===== src/rtl/core/rcsac_pkg.sv =====
package rcsac_pkg;

    // Field widths
    localparam int RAW_W  = 11;
    localparam int CMD_W  = 11;
    localparam int DB_W   = 10;
    localparam int SLEW_W = 11;
    localparam int AGE_BITS = 8;
    localparam int CFG_IDX_W  = 3;
    localparam int CFG_DATA_W = 11;

    // Mapping arithmetic: |raw - center| * 1000 fits 21 bits, quotient below 1024 fits 10
    localparam int PROD_W    = 21;
    localparam int QUO_W     = 10;
    localparam int DIV_STEPS = QUO_W;
    localparam int STEP_W    = 4;

    localparam logic [QUO_W-1:0]    CMD_FULL = 10'd1000;
    localparam logic [AGE_BITS-1:0] AGE_MAX  = {AGE_BITS{1'b1}};
    localparam logic [AGE_BITS-1:0] MODE_STALE_TICKS = 8'd10;

    typedef logic [1:0] op_t;
    localparam op_t OP_FRAME = 2'd0;
    localparam op_t OP_MODE  = 2'd1;
    localparam op_t OP_TICK  = 2'd2;

    typedef logic [CFG_IDX_W-1:0] cfg_idx_t;
    localparam cfg_idx_t REG_RAW_MIN     = 3'd0;
    localparam cfg_idx_t REG_RAW_CENTER  = 3'd1;
    localparam cfg_idx_t REG_RAW_MAX     = 3'd2;
    localparam cfg_idx_t REG_FWD_DB      = 3'd3;
    localparam cfg_idx_t REG_YAW_DB      = 3'd4;
    localparam cfg_idx_t REG_INVERT      = 3'd5;
    localparam cfg_idx_t REG_SLEW        = 3'd6;
    localparam cfg_idx_t REG_STALE_TICKS = 3'd7;

    // Register values after reset
    localparam logic [RAW_W-1:0]    RST_RAW_MIN     = 11'd191;
    localparam logic [RAW_W-1:0]    RST_RAW_CENTER  = 11'd997;
    localparam logic [RAW_W-1:0]    RST_RAW_MAX     = 11'd1792;
    localparam logic [DB_W-1:0]     RST_FWD_DB      = 10'd150;
    localparam logic [DB_W-1:0]     RST_YAW_DB      = 10'd40;
    localparam logic [1:0]          RST_INVERT      = 2'd0;
    localparam logic [SLEW_W-1:0]   RST_SLEW        = 11'd0;
    localparam logic [AGE_BITS-1:0] RST_STALE_TICKS = 8'd8;

endpackage


===== src/rtl/core/rc_stick_axis_conditioner_core.sv =====
// Channel  | Direction | Payload
// s_axis   | in        | tuser: op[1:0]; tdata: fwd_raw, yaw_raw, frame_ok, mode_manual
// m_axis   | out       | tuser: axes_stale; tdata: fwd_cmd, yaw_cmd
// cfg      | in        | cfg_wr_en, cfg_addr, cfg_wr_data (write only)
//
// Channel frames and mode updates are handled in ST_IDLE without leaving it.
// A fresh manual mode and fresh axes run ST_CALC, ST_CHK, ST_DIV and ST_POST per axis:
// both axes share one restoring divider, 10 steps each, skipped when the quotient overflows.
// A tick with stale axes skips to ST_SLEW; one without a fresh manual mode emits no word.
// ST_SLEW, the last step, waits while the output register still holds an untaken word.
// aresetn is synchronous, active low; it clears state and loads register defaults.
module rc_stick_axis_conditioner_core (
    input  logic        aclk,
    input  logic        aresetn,
    input  logic        s_axis_tvalid,
    output logic        s_axis_tready,
    input  logic [23:0] s_axis_tdata,   // fwd_raw[10:0], yaw_raw[21:11], frame_ok[22], mode_manual[23]
    input  logic [1:0]  s_axis_tuser,   // op[1:0]
    output logic        m_axis_tvalid,
    input  logic        m_axis_tready,
    output logic [23:0] m_axis_tdata,   // fwd_cmd[10:0], yaw_cmd[21:11], zero[23:22]
    output logic        m_axis_tuser,   // axes_stale[0]
    input  logic        cfg_wr_en,
    input  logic [rcsac_pkg::CFG_IDX_W-1:0]  cfg_addr,
    input  logic [rcsac_pkg::CFG_DATA_W-1:0] cfg_wr_data
);

    typedef enum logic [2:0] {
        ST_IDLE,
        ST_CALC,
        ST_CHK,
        ST_DIV,
        ST_POST,
        ST_SLEW
    } state_t;

    state_t state_reg;

    // Configuration
    logic [rcsac_pkg::RAW_W-1:0]    raw_min_reg, raw_center_reg, raw_max_reg;
    logic [rcsac_pkg::DB_W-1:0]     fwd_db_reg, yaw_db_reg;
    logic [1:0]                     invert_reg;
    logic [rcsac_pkg::SLEW_W-1:0]   slew_reg;
    logic [rcsac_pkg::AGE_BITS-1:0] stale_ticks_reg;

    // Tracking state
    logic [rcsac_pkg::RAW_W-1:0]    fwd_sample_reg, yaw_sample_reg;
    logic                           frame_valid_reg, mode_manual_reg, mode_seen_reg;
    logic [rcsac_pkg::AGE_BITS-1:0] frame_age_reg, mode_age_reg;
    logic signed [rcsac_pkg::CMD_W-1:0] prev_fwd_reg, prev_yaw_reg;

    // Work registers
    logic                           axis_sel_reg, below_reg, axes_ok_reg;
    logic [rcsac_pkg::PROD_W-1:0]   num_reg;
    logic [rcsac_pkg::RAW_W-1:0]    span_reg, rem_reg;
    logic [rcsac_pkg::QUO_W-1:0]    lo_reg, quo_reg;
    logic [rcsac_pkg::STEP_W-1:0]   step_reg;
    logic signed [rcsac_pkg::CMD_W-1:0] x_reg, r_reg;

    // Output register
    logic                           out_valid_reg, out_stale_reg;
    logic signed [rcsac_pkg::CMD_W-1:0] out_fwd_reg, out_yaw_reg;

    // Input fields
    rcsac_pkg::op_t              in_op;
    logic [rcsac_pkg::RAW_W-1:0] in_fwd, in_yaw;
    logic                        in_frame_ok, in_mode_manual, in_accept;

    assign in_op          = s_axis_tuser;
    assign in_fwd         = s_axis_tdata[10:0];
    assign in_yaw         = s_axis_tdata[21:11];
    assign in_frame_ok    = s_axis_tdata[22];
    assign in_mode_manual = s_axis_tdata[23];
    assign s_axis_tready  = (state_reg == ST_IDLE);
    assign in_accept      = s_axis_tvalid && s_axis_tready;

    assign m_axis_tvalid = out_valid_reg;
    assign m_axis_tdata  = {2'b00, out_yaw_reg, out_fwd_reg};
    assign m_axis_tuser  = out_stale_reg;

    // Freshness, judged on ages before the tick bumps them
    logic mode_ok, axes_ok;
    logic [rcsac_pkg::AGE_BITS-1:0] frame_age_next, mode_age_next;

    assign mode_ok = mode_manual_reg && mode_seen_reg &&
                     (mode_age_reg <= rcsac_pkg::MODE_STALE_TICKS);
    assign axes_ok = frame_valid_reg && (frame_age_reg <= stale_ticks_reg);
    assign frame_age_next = (frame_age_reg == rcsac_pkg::AGE_MAX) ?
                            frame_age_reg : frame_age_reg + 1'b1;
    assign mode_age_next  = (mode_age_reg == rcsac_pkg::AGE_MAX) ?
                            mode_age_reg : mode_age_reg + 1'b1;

    // Offset from center and half span of the selected axis
    logic [rcsac_pkg::RAW_W-1:0]  raw_sel, diff, span_eff;
    logic                         above;
    logic signed [rcsac_pkg::RAW_W:0] span_raw;
    logic [rcsac_pkg::PROD_W-1:0] prod;

    assign raw_sel  = axis_sel_reg ? yaw_sample_reg : fwd_sample_reg;
    assign above    = (raw_sel >= raw_center_reg);
    assign diff     = above ? (raw_sel - raw_center_reg) : (raw_center_reg - raw_sel);
    assign span_raw = above ?
                      $signed({1'b0, raw_max_reg} - {1'b0, raw_center_reg}) :
                      $signed({1'b0, raw_center_reg} - {1'b0, raw_min_reg});
    assign span_eff = (span_raw <= 0) ? 11'd1 : span_raw[rcsac_pkg::RAW_W-1:0];
    assign prod     = {10'b0, diff} * {11'b0, rcsac_pkg::CMD_FULL};

    // Quotient of 1024 or more saturates the command
    logic quo_ovf;
    assign quo_ovf = (num_reg >= {span_reg, 10'b0});

    // One restoring-division step
    logic [rcsac_pkg::RAW_W:0]   trial, trial_diff;
    logic                        fits;
    logic [rcsac_pkg::RAW_W-1:0] rem_next;

    assign trial      = {rem_reg, lo_reg[rcsac_pkg::QUO_W-1]};
    assign trial_diff = trial - {1'b0, span_reg};
    assign fits       = (trial >= {1'b0, span_reg});
    assign rem_next   = fits ? trial_diff[rcsac_pkg::RAW_W-1:0] : trial[rcsac_pkg::RAW_W-1:0];

    // Clamp, deadband and sign
    logic [rcsac_pkg::QUO_W-1:0]  mag_clamped, mag;
    logic [rcsac_pkg::DB_W-1:0]   db_sel;
    logic                         negate;
    logic signed [rcsac_pkg::CMD_W-1:0] axis_val;

    assign mag_clamped = (quo_reg > rcsac_pkg::CMD_FULL) ? rcsac_pkg::CMD_FULL : quo_reg;
    assign db_sel      = axis_sel_reg ? yaw_db_reg : fwd_db_reg;
    assign mag         = (mag_clamped < db_sel) ? '0 : mag_clamped;
    assign negate      = below_reg ^ (axis_sel_reg ? invert_reg[1] : invert_reg[0]);
    assign axis_val    = negate ? -$signed({1'b0, mag}) : $signed({1'b0, mag});

    // Slew limit against the previous commands
    logic signed [rcsac_pkg::CMD_W+1:0] step_s, fwd_lo, fwd_hi, yaw_lo, yaw_hi, x_w, r_w;
    logic signed [rcsac_pkg::CMD_W-1:0] x_slew, r_slew;
    logic                               out_free;

    assign step_s = $signed({2'b00, slew_reg});
    assign fwd_lo = 13'(prev_fwd_reg) - step_s;
    assign fwd_hi = 13'(prev_fwd_reg) + step_s;
    assign yaw_lo = 13'(prev_yaw_reg) - step_s;
    assign yaw_hi = 13'(prev_yaw_reg) + step_s;
    assign x_w    = 13'(x_reg);
    assign r_w    = 13'(r_reg);
    assign x_slew = (slew_reg == '0) ? x_reg :
                    (x_w < fwd_lo) ? fwd_lo[rcsac_pkg::CMD_W-1:0] :
                    (x_w > fwd_hi) ? fwd_hi[rcsac_pkg::CMD_W-1:0] : x_reg;
    assign r_slew = (slew_reg == '0) ? r_reg :
                    (r_w < yaw_lo) ? yaw_lo[rcsac_pkg::CMD_W-1:0] :
                    (r_w > yaw_hi) ? yaw_hi[rcsac_pkg::CMD_W-1:0] : r_reg;
    assign out_free = !out_valid_reg || m_axis_tready;

    // Configuration writes
    always_ff @(posedge aclk) begin
        if (!aresetn) begin
            raw_min_reg     <= rcsac_pkg::RST_RAW_MIN;
            raw_center_reg  <= rcsac_pkg::RST_RAW_CENTER;
            raw_max_reg     <= rcsac_pkg::RST_RAW_MAX;
            fwd_db_reg      <= rcsac_pkg::RST_FWD_DB;
            yaw_db_reg      <= rcsac_pkg::RST_YAW_DB;
            invert_reg      <= rcsac_pkg::RST_INVERT;
            slew_reg        <= rcsac_pkg::RST_SLEW;
            stale_ticks_reg <= rcsac_pkg::RST_STALE_TICKS;
        end else if (cfg_wr_en) begin
            case (cfg_addr)
                rcsac_pkg::REG_RAW_MIN:     raw_min_reg     <= cfg_wr_data;
                rcsac_pkg::REG_RAW_CENTER:  raw_center_reg  <= cfg_wr_data;
                rcsac_pkg::REG_RAW_MAX:     raw_max_reg     <= cfg_wr_data;
                rcsac_pkg::REG_FWD_DB:      fwd_db_reg      <= cfg_wr_data[rcsac_pkg::DB_W-1:0];
                rcsac_pkg::REG_YAW_DB:      yaw_db_reg      <= cfg_wr_data[rcsac_pkg::DB_W-1:0];
                rcsac_pkg::REG_INVERT:      invert_reg      <= cfg_wr_data[1:0];
                rcsac_pkg::REG_SLEW:        slew_reg        <= cfg_wr_data;
                rcsac_pkg::REG_STALE_TICKS: stale_ticks_reg <=
                                                cfg_wr_data[rcsac_pkg::AGE_BITS-1:0];
                default: ;
            endcase
        end
    end

    // Sequencer, tracking state and output register
    always_ff @(posedge aclk) begin
        if (!aresetn) begin
            state_reg       <= ST_IDLE;
            fwd_sample_reg  <= '0;
            yaw_sample_reg  <= '0;
            frame_valid_reg <= 1'b0;
            frame_age_reg   <= '0;
            mode_manual_reg <= 1'b0;
            mode_seen_reg   <= 1'b0;
            mode_age_reg    <= '0;
            prev_fwd_reg    <= '0;
            prev_yaw_reg    <= '0;
            out_valid_reg   <= 1'b0;
            axis_sel_reg    <= 1'b0;
            step_reg        <= '0;
        end else begin
            // load a finished word, else drop the current one once taken
            if (state_reg == ST_SLEW && out_free) begin
                out_valid_reg <= 1'b1;
            end else if (m_axis_tready) begin
                out_valid_reg <= 1'b0;
            end
            case (state_reg)
                ST_IDLE: begin
                    if (in_accept) begin
                        case (in_op)
                            rcsac_pkg::OP_FRAME: begin
                                if (in_frame_ok) begin
                                    fwd_sample_reg  <= in_fwd;
                                    yaw_sample_reg  <= in_yaw;
                                    frame_valid_reg <= 1'b1;
                                    frame_age_reg   <= '0;
                                end else begin
                                    frame_valid_reg <= 1'b0;
                                end
                            end
                            rcsac_pkg::OP_MODE: begin
                                mode_manual_reg <= in_mode_manual;
                                mode_seen_reg   <= 1'b1;
                                mode_age_reg    <= '0;
                            end
                            rcsac_pkg::OP_TICK: begin
                                frame_age_reg <= frame_age_next;
                                mode_age_reg  <= mode_age_next;
                                axes_ok_reg   <= axes_ok;
                                if (!mode_ok) begin
                                    prev_fwd_reg <= '0;
                                    prev_yaw_reg <= '0;
                                end else if (axes_ok) begin
                                    axis_sel_reg <= 1'b0;
                                    state_reg    <= ST_CALC;
                                end else begin
                                    x_reg     <= '0;
                                    r_reg     <= '0;
                                    state_reg <= ST_SLEW;
                                end
                            end
                            default: ;
                        endcase
                    end
                end
                ST_CALC: begin
                    num_reg   <= prod;
                    span_reg  <= span_eff;
                    below_reg <= !above;
                    state_reg <= ST_CHK;
                end
                ST_CHK: begin
                    if (quo_ovf) begin
                        quo_reg   <= rcsac_pkg::CMD_FULL;
                        state_reg <= ST_POST;
                    end else begin
                        rem_reg   <= num_reg[rcsac_pkg::PROD_W-1:rcsac_pkg::QUO_W];
                        lo_reg    <= num_reg[rcsac_pkg::QUO_W-1:0];
                        quo_reg   <= '0;
                        step_reg  <= '0;
                        state_reg <= ST_DIV;
                    end
                end
                ST_DIV: begin
                    rem_reg  <= rem_next;
                    lo_reg   <= {lo_reg[rcsac_pkg::QUO_W-2:0], 1'b0};
                    quo_reg  <= {quo_reg[rcsac_pkg::QUO_W-2:0], fits};
                    step_reg <= step_reg + 1'b1;
                    if (step_reg == rcsac_pkg::STEP_W'(rcsac_pkg::DIV_STEPS - 1)) begin
                        state_reg <= ST_POST;
                    end
                end
                ST_POST: begin
                    if (!axis_sel_reg) begin
                        x_reg        <= axis_val;
                        axis_sel_reg <= 1'b1;
                        state_reg    <= ST_CALC;
                    end else begin
                        r_reg     <= axis_val;
                        state_reg <= ST_SLEW;
                    end
                end
                ST_SLEW: begin
                    // hold until the output register is free
                    if (out_free) begin
                        prev_fwd_reg  <= x_slew;
                        prev_yaw_reg  <= r_slew;
                        out_fwd_reg   <= x_slew;
                        out_yaw_reg   <= r_slew;
                        out_stale_reg <= !axes_ok_reg;
                        state_reg     <= ST_IDLE;
                    end
                end
                default: state_reg <= ST_IDLE;
            endcase
        end
    end

    // Remainder stays below the divisor through every division step
    assert property (@(posedge aclk) disable iff (!aresetn)
        (state_reg == ST_DIV) |-> (rem_reg < span_reg))
        else $error("divider remainder not below span");

    // Commands stay within full scale
    assert property (@(posedge aclk) disable iff (!aresetn)
        out_valid_reg |-> (out_fwd_reg <= 11'sd1000 && out_fwd_reg >= -11'sd1000 &&
                           out_yaw_reg <= 11'sd1000 && out_yaw_reg >= -11'sd1000))
        else $error("command out of range");

    // A loaded word becomes the slew reference
    assert property (@(posedge aclk) disable iff (!aresetn)
        (state_reg == ST_SLEW && out_free) |=>
            (prev_fwd_reg == out_fwd_reg && prev_yaw_reg == out_yaw_reg && out_valid_reg))
        else $error("slew reference differs from emitted word");

    // Stale axes give zero commands when slew limiting is off
    assert property (@(posedge aclk) disable iff (!aresetn)
        (state_reg == ST_SLEW && out_free && !axes_ok_reg && slew_reg == '0) |=>
            (out_fwd_reg == '0 && out_yaw_reg == '0 && out_stale_reg))
        else $error("stale word carries nonzero command");

endmodule

===== config.mk =====
export PLATFORM = sky130hd
export DESIGN_NAME = rc_stick_axis_conditioner_core
export DESIGN_NICKNAME = d
export VERILOG_FILES = /design/src/rtl/core/rcsac_pkg.sv /design/src/rtl/core/rc_stick_axis_conditioner_core.sv
export SDC_FILE = /design/constraint.sdc
export NUM_CORES = 1
export LEC_CHECK = 0
export ABC_CLOCK_PERIOD_IN_PS = 8500
export CORE_ASPECT_RATIO = 0.7
export CORE_MARGIN = 5
export CORE_UTILIZATION = 50
export CTS_CLUSTER_DIAMETER = 100
export DETAILED_ROUTE_END_ITERATION = 7
export DONT_BUFFER_PORTS = 1
export GPL_ROUTABILITY_DRIVEN = 0
export PLACE_DENSITY = 0.72
export SKIP_LAST_GASP = 1
export SYNTH_ARGS = -nofsm -noshare
export SYNTH_HDL_FRONTEND = slang
export SYNTH_SLANG_ARGS = --single-unit

===== constraint.sdc =====
create_clock -name aclk -period 8.5 [get_ports aclk]
set_input_delay 0.85 -clock aclk [delete_from_list [all_inputs] [get_ports aclk]]
set_output_delay 0.85 -clock aclk [all_outputs]
set_load 0.1 [all_outputs]

# After elaboration in Yosys (flattened, before gate mapping)
# Cells that the tools add are included.
totals:
  word_cells: 194
  input_bits: 45
  out_inout_bits: 27
  ff_bits: 253
op_classes:
  n_mul: 1
  n_reduce_logical: 43
  n_lt_le_gt_ge: 12
  mux: 60
  n_addsub: 13
  n_eq_ne: 31
  bitwise_logic: 1
ops:
  columns: ["op", "count"]
  rows:
  - ["11-bit 2-to-1 mux", 22]
  - ["11-bit one-hot mux with 2 select lines", 5]
  - ["10-bit 2-to-1 mux", 5]
  - ["10-bit one-hot mux with 2 select lines", 2]
  - ["11-bit subtractor", 3]
  - ["8-bit one-hot mux with 2 select lines", 2]
  - ["11-bit by 12-bit adder with 13-bit output", 2]
  - ["11-bit by 13-bit > comparator with 1-bit output", 2]
  - ["11-bit by 13-bit less-than comparator with 1-bit output", 2]
  - ["11-bit by 12-bit subtractor with 13-bit output", 2]
  - ["3-bit 2-to-1 mux", 8]
  - ["8-bit 2-to-1 mux", 3]
  - ["11-bit by 11-bit subtractor with 12-bit output", 2]
  - ["2-bit AND reduction", 11]
  - ["21-bit greater-or-equal comparator", 1]
  - ["2-bit inequality test (second input constant)", 10]
  - ["5-bit AND reduction", 4]
  - ["3-bit equality test (second input constant)", 6]
  - ["11-bit by 7-bit multiplier with 18-bit output (second input constant)", 1]
  - ["3-bit one-hot mux with 6 select lines", 1]
  - ["8-bit by 1-bit adder with 8-bit output (second input constant)", 2]
  - ["8-bit equality test (second input constant)", 2]
  - ["7-bit AND reduction", 2]
  - ["3-bit by 2-bit equality test with 1-bit output (second input constant)", 4]
  - ["other kinds (29)", 57]

# Depth between registers and ports, before layout
depth:
  depth_word: 8
  ltp_mapped: 34
  depth_no_buf: 30

# Worst setup path before layout
# Ideal clock, no wire load.
synth_timing:
  path_kind: "register to register"
  startpoint: "reg axis_sel_reg"
  endpoint: "reg num_reg[20] (netlist name) (data pin)"
  period_less_slack_ps: 7411
  path_buffers: 5
  required_time_ps: 8240
  path_stages_with_launch: 35
  path_slack_ps: 1089
  arrival_time_ps: 7151
  setup_time_ps: 260
  path_cell_list: "dfxtp_1 clkbuf_1 buf_1 mux2i_1 inv_1 ha_1 buf_4 a211oi_2 o21bai_2 and4b_4 o21a_4 nor2_8 inv_2 buf_2 buf_2 a21oi_1 xnor2_1 ha_1 inv_1 fa_1 inv_1 fa_1 inv_1 fa_1 inv_1 ha_1 inv_1 o21bai_1 a21oi_1 o21ai_0 a41oi_1 a211oi_1 a21o_1 a21oi_1 xnor2_1"
synth_via:
  elab_chain_cells: 4
  word_cells_on_any_way: 6
  cone_classes: "add/sub (2); mul (1); order compare (1); mux (2)"
synth_lines:
  columns: ["item", "line_no", "rtl"]
  rows:
  - ["from (decl)", "rc_stick_axis_conditioner_core.sv:53", "logic axis_sel_reg, below_reg, axes_ok_reg;"]
  - ["from (signal assigned)", "rc_stick_axis_conditioner_core.sv:195", "axis_sel_reg <= 1'b0;"]
  - ["from (signal assigned)", "rc_stick_axis_conditioner_core.sv:231", "axis_sel_reg <= 1'b0;"]
  - ["from (signal assigned)", "rc_stick_axis_conditioner_core.sv:273", "axis_sel_reg <= 1'b1;"]
  - ["11-bit 2-to-1 mux *", "rc_stick_axis_conditioner_core.sv:99", "assign raw_sel = axis_sel_reg ? yaw_sample_reg : fwd_sample_reg;"]
  - ["11-bit subtractor / 11-bit greater-or-equal comparator (equally long branches)", "rc_stick_axis_conditioner_core.sv:101, rc_stick_axis_conditioner_core.sv:100", null]
  - ["11-bit 2-to-1 mux *", "rc_stick_axis_conditioner_core.sv:101", "assign diff = above ? (raw_sel - raw_center_reg) : (raw_center_reg - raw_sel);"]
  - ["11-bit by 7-bit multiplier with 18-bit output *", "rc_stick_axis_conditioner_core.sv:106", "assign prod = {10'b0, diff} * {11'b0, rcsac_pkg::CMD_FULL};"]
  - ["via prod (one bit)", "rc_stick_axis_conditioner_core.sv:97", "logic [rcsac_pkg::PROD_W-1:0] prod;"]
  - ["to (signal assigned)", "rc_stick_axis_conditioner_core.sv:244", "num_reg <= prod;"]
  - ["to (decl)", "rc_stick_axis_conditioner_core.sv:54", "logic [rcsac_pkg::PROD_W-1:0] num_reg;"]
# The timed path passes the listed nets; every way through them passes the cells marked *.
# A chain may end at the register's enable or synchronous reset.

# Worst setup path in the final report
# Same ends and word-level chain as after synthesis.

==> reports/qor.csv <==
metric;value;unit
status;complete, no violations;
pwr/cell area;216;nW/um^2
CTS root buf;clkbuf_16;
Post-synth EDFFs;104;
residual DRC count;0;
# hold bufs at CTS;0;
RSZ-0062 raised after global routing;false;
PnR Total Power;4.24;mW
post-CTS sizing;0;
Clock Latency Late Sink;0.55;ns
Area Growth Syn to Fin;7.29;%
actual slew at the worst max-slew pin;1.28;ns
Mapped Avg Cell Area;8.80;um^2
Fin Setup TNS;0;ns
most used cell, CP;inv_1;
hold path cells;1;
core outline area;36000;um^2
largest net degree at the start of global routing;89;
CP top delay family;adder cells;
reg2reg path depth;27;
die area;40600;um^2
r2r setup slk;0.74;ns
main combinational cell family by area after synthesis;adder cells;
Fill cells;3225;
TritonCTS Buffers;26;
max FFs per register;18;
die width;239;um
Synth Area in Compound Gates;17.9;%
slew margin rel.;14.1;%
sequential share of the synthesized area;33.1;%
Synth top area share;17.1;%
clk slew on worst S/H paths;0.06;ns
layout cell share with drive strength beyond 1;4.35;%
fin crit share;91.3;%
layout net count;2361;
most frequent cell after synthesis;nand2_1;
global route overflow;0;
Top FF cell, synth;dfxtp_1;
Wirelength per Cell;18.6;um
ys async rst share;0;%
Mapped Cells;2077;
synth top area cells;edfxtp_1, dfxtp_1, ha_1;
crit end category;flop;
vias per cell;5.88;
Mapped Area;18300;um^2
total setup buffers inserted after CTS;0;
Port-buffer cells;0;
Critical Path Max Stage Delay;0.72;ns
1st-iter DRT viols;1391;
Setup Viol. Count Final;0;
Buf/Inv on CP;6;
Worst EP arrival;8.05;ns
detailed-route via count;15000;
Post-Synth Simple-Gate Area;16.7;%
post-synthesis register bit count;250;
clk sinks;250;
Worst Setup Start Kind;flop;
Die Y;170;um
Max-Cap Viols;0;
count of final hold-check violations;0;
Antenna Nets Post-Route;0;
Rows;58;
fin crit period;7.76;ns
Netlist cell types;85;
CP required;8.79;ns
DRT Pass-1 Iters;5;
Tot GR Track Use;22.8;%
antenna violations before repair;1;
Leak Pwr;8.23;nW
initial core utilization;50.8;%
multiplexer share of the synthesized area;1.90;%
CP max FO;21;
vias in the first global route;14000;
H-tree depth;1;
Max VDD drop;0.303;mV
# IOs;72;
global-route wire length before repair;75500;um
top cells by count, synth;nand2_1, ha_1, inv_1;
CP Depth;27;
clock buffer depth;3;
Synth area leader;edfxtp_1;
fmax;0.129;GHz
Critical-path top delay cell;dfxtp_1;
dpl hpwl;36700;um
Synth Area in Adders;20.1;%
Final Max Tran Viols;0;
Worst Path Class, Setup;flop to flop;
Tightest Hold Check Type;primary input to flop;
fin util;54.5;%
CTS tree;built;
Setup Skew;0.0144;ns
post-synthesis xor/xnor area fraction;4.84;%
final WL;47300;um
number of synthesis warnings;0;
[per-stage QoR]
stage	cells	hold slack [ns]	setup slack (ns)	instance area, um^2
after floorplan	2078	0.433	1.09	18300
after global placement	2499	0.442	0.968	18700
after detailed placement	2499	0.446	0.698	18700
after CTS	2547	0.371	0.691	19600
after global routing	2548	0.379	0.132	19600
final	2548	0.404	0.739	19600
[final cells by class]
class / count / area (um^2) / share of cell area (%)
repair buffers: 14 / 105 / 0.536
diodes: 1 / 2.50 / 0.0128
inverters: 183 / 687 / 3.50
clock inverters: 15 / 139 / 0.708
clock buffers: 33 / 749 / 3.82
multi-input cells: 1572 / 11300 / 57.5
well taps: 480 / 601 / 3.06
flip-flops and latches: 250 / 6050 / 30.8
[layout by cell type, fill, tap and decap left out, types with 12 or more instances in the layout]
cell and count:
o21ai_0 67, nand3_1 46, clkbuf_16 28, ha_1 227, o211ai_1 20, edfxtp_1 104
a211oi_1 23, nor2_1 134, fa_1 42, a21oi_1 164, a31oi_1 13, and3_1 15
inv_1 181, xnor2_1 62, nor3_1 32, nand2b_1 27, dfxtp_1 146, xor2_1 38
buf_4 14, a21o_1 42, nor2b_1 27, and2_1 12, or3_1 15, nand2_1 302
mux2i_1 31, o22ai_1 16, o21a_1 22, a22o_1 28, nand4_1 18, o21bai_1 19
[layer usage]
| metal | share of wire (%) | vias up | global-route usage, % | wire length (um) |
|---|---|---|---|---|
| li1 | - | 7236 | - | - |
| met1 | 49 | 7130 | 35.8 | 23000 |
| met2 | 40 | 544 | 31.9 | 19000 |
| met3 | 9.5 | 68 | 5.31 | 4520 |
| met4 | 1.8 | 0 | 4.44 | 849 |
| met5 | 0 | - | 0 | 0 |
[cells by family (layout without fill, tap and decap cells)]
group                      count (synthesis)  in the layout
AOI/OAI and AO/OA                        499            499
and+or+nand+nor                          667            667
adders and majority gates                269            269
DFF                                      250            250
buffers and inverters                    256            245
muxes                                     34             34
other                                      1              3
xor gates and xnor gates                 101            101
[final timing paths]
path / end / startpoint
worst max register to register: num_reg[20] / axis_sel_reg
worst min-delay path: yaw_db_reg[3] / aresetn
worst max-delay path: num_reg[20] / axis_sel_reg
worst min register to register: fwd_sample_reg[4] / fwd_sample_reg[4]
[where the power goes]
group | switching, mW | internal, mW | leakage [nW]
combinational | 0.945 | 0.731 | 5.68
sequential | 0.0114 | 1.37 | 2.11
clock | 0.494 | 0.687 | 0.433
total | 1.45 | 2.78 | 8.23
(Power assumes the default switching activity.)
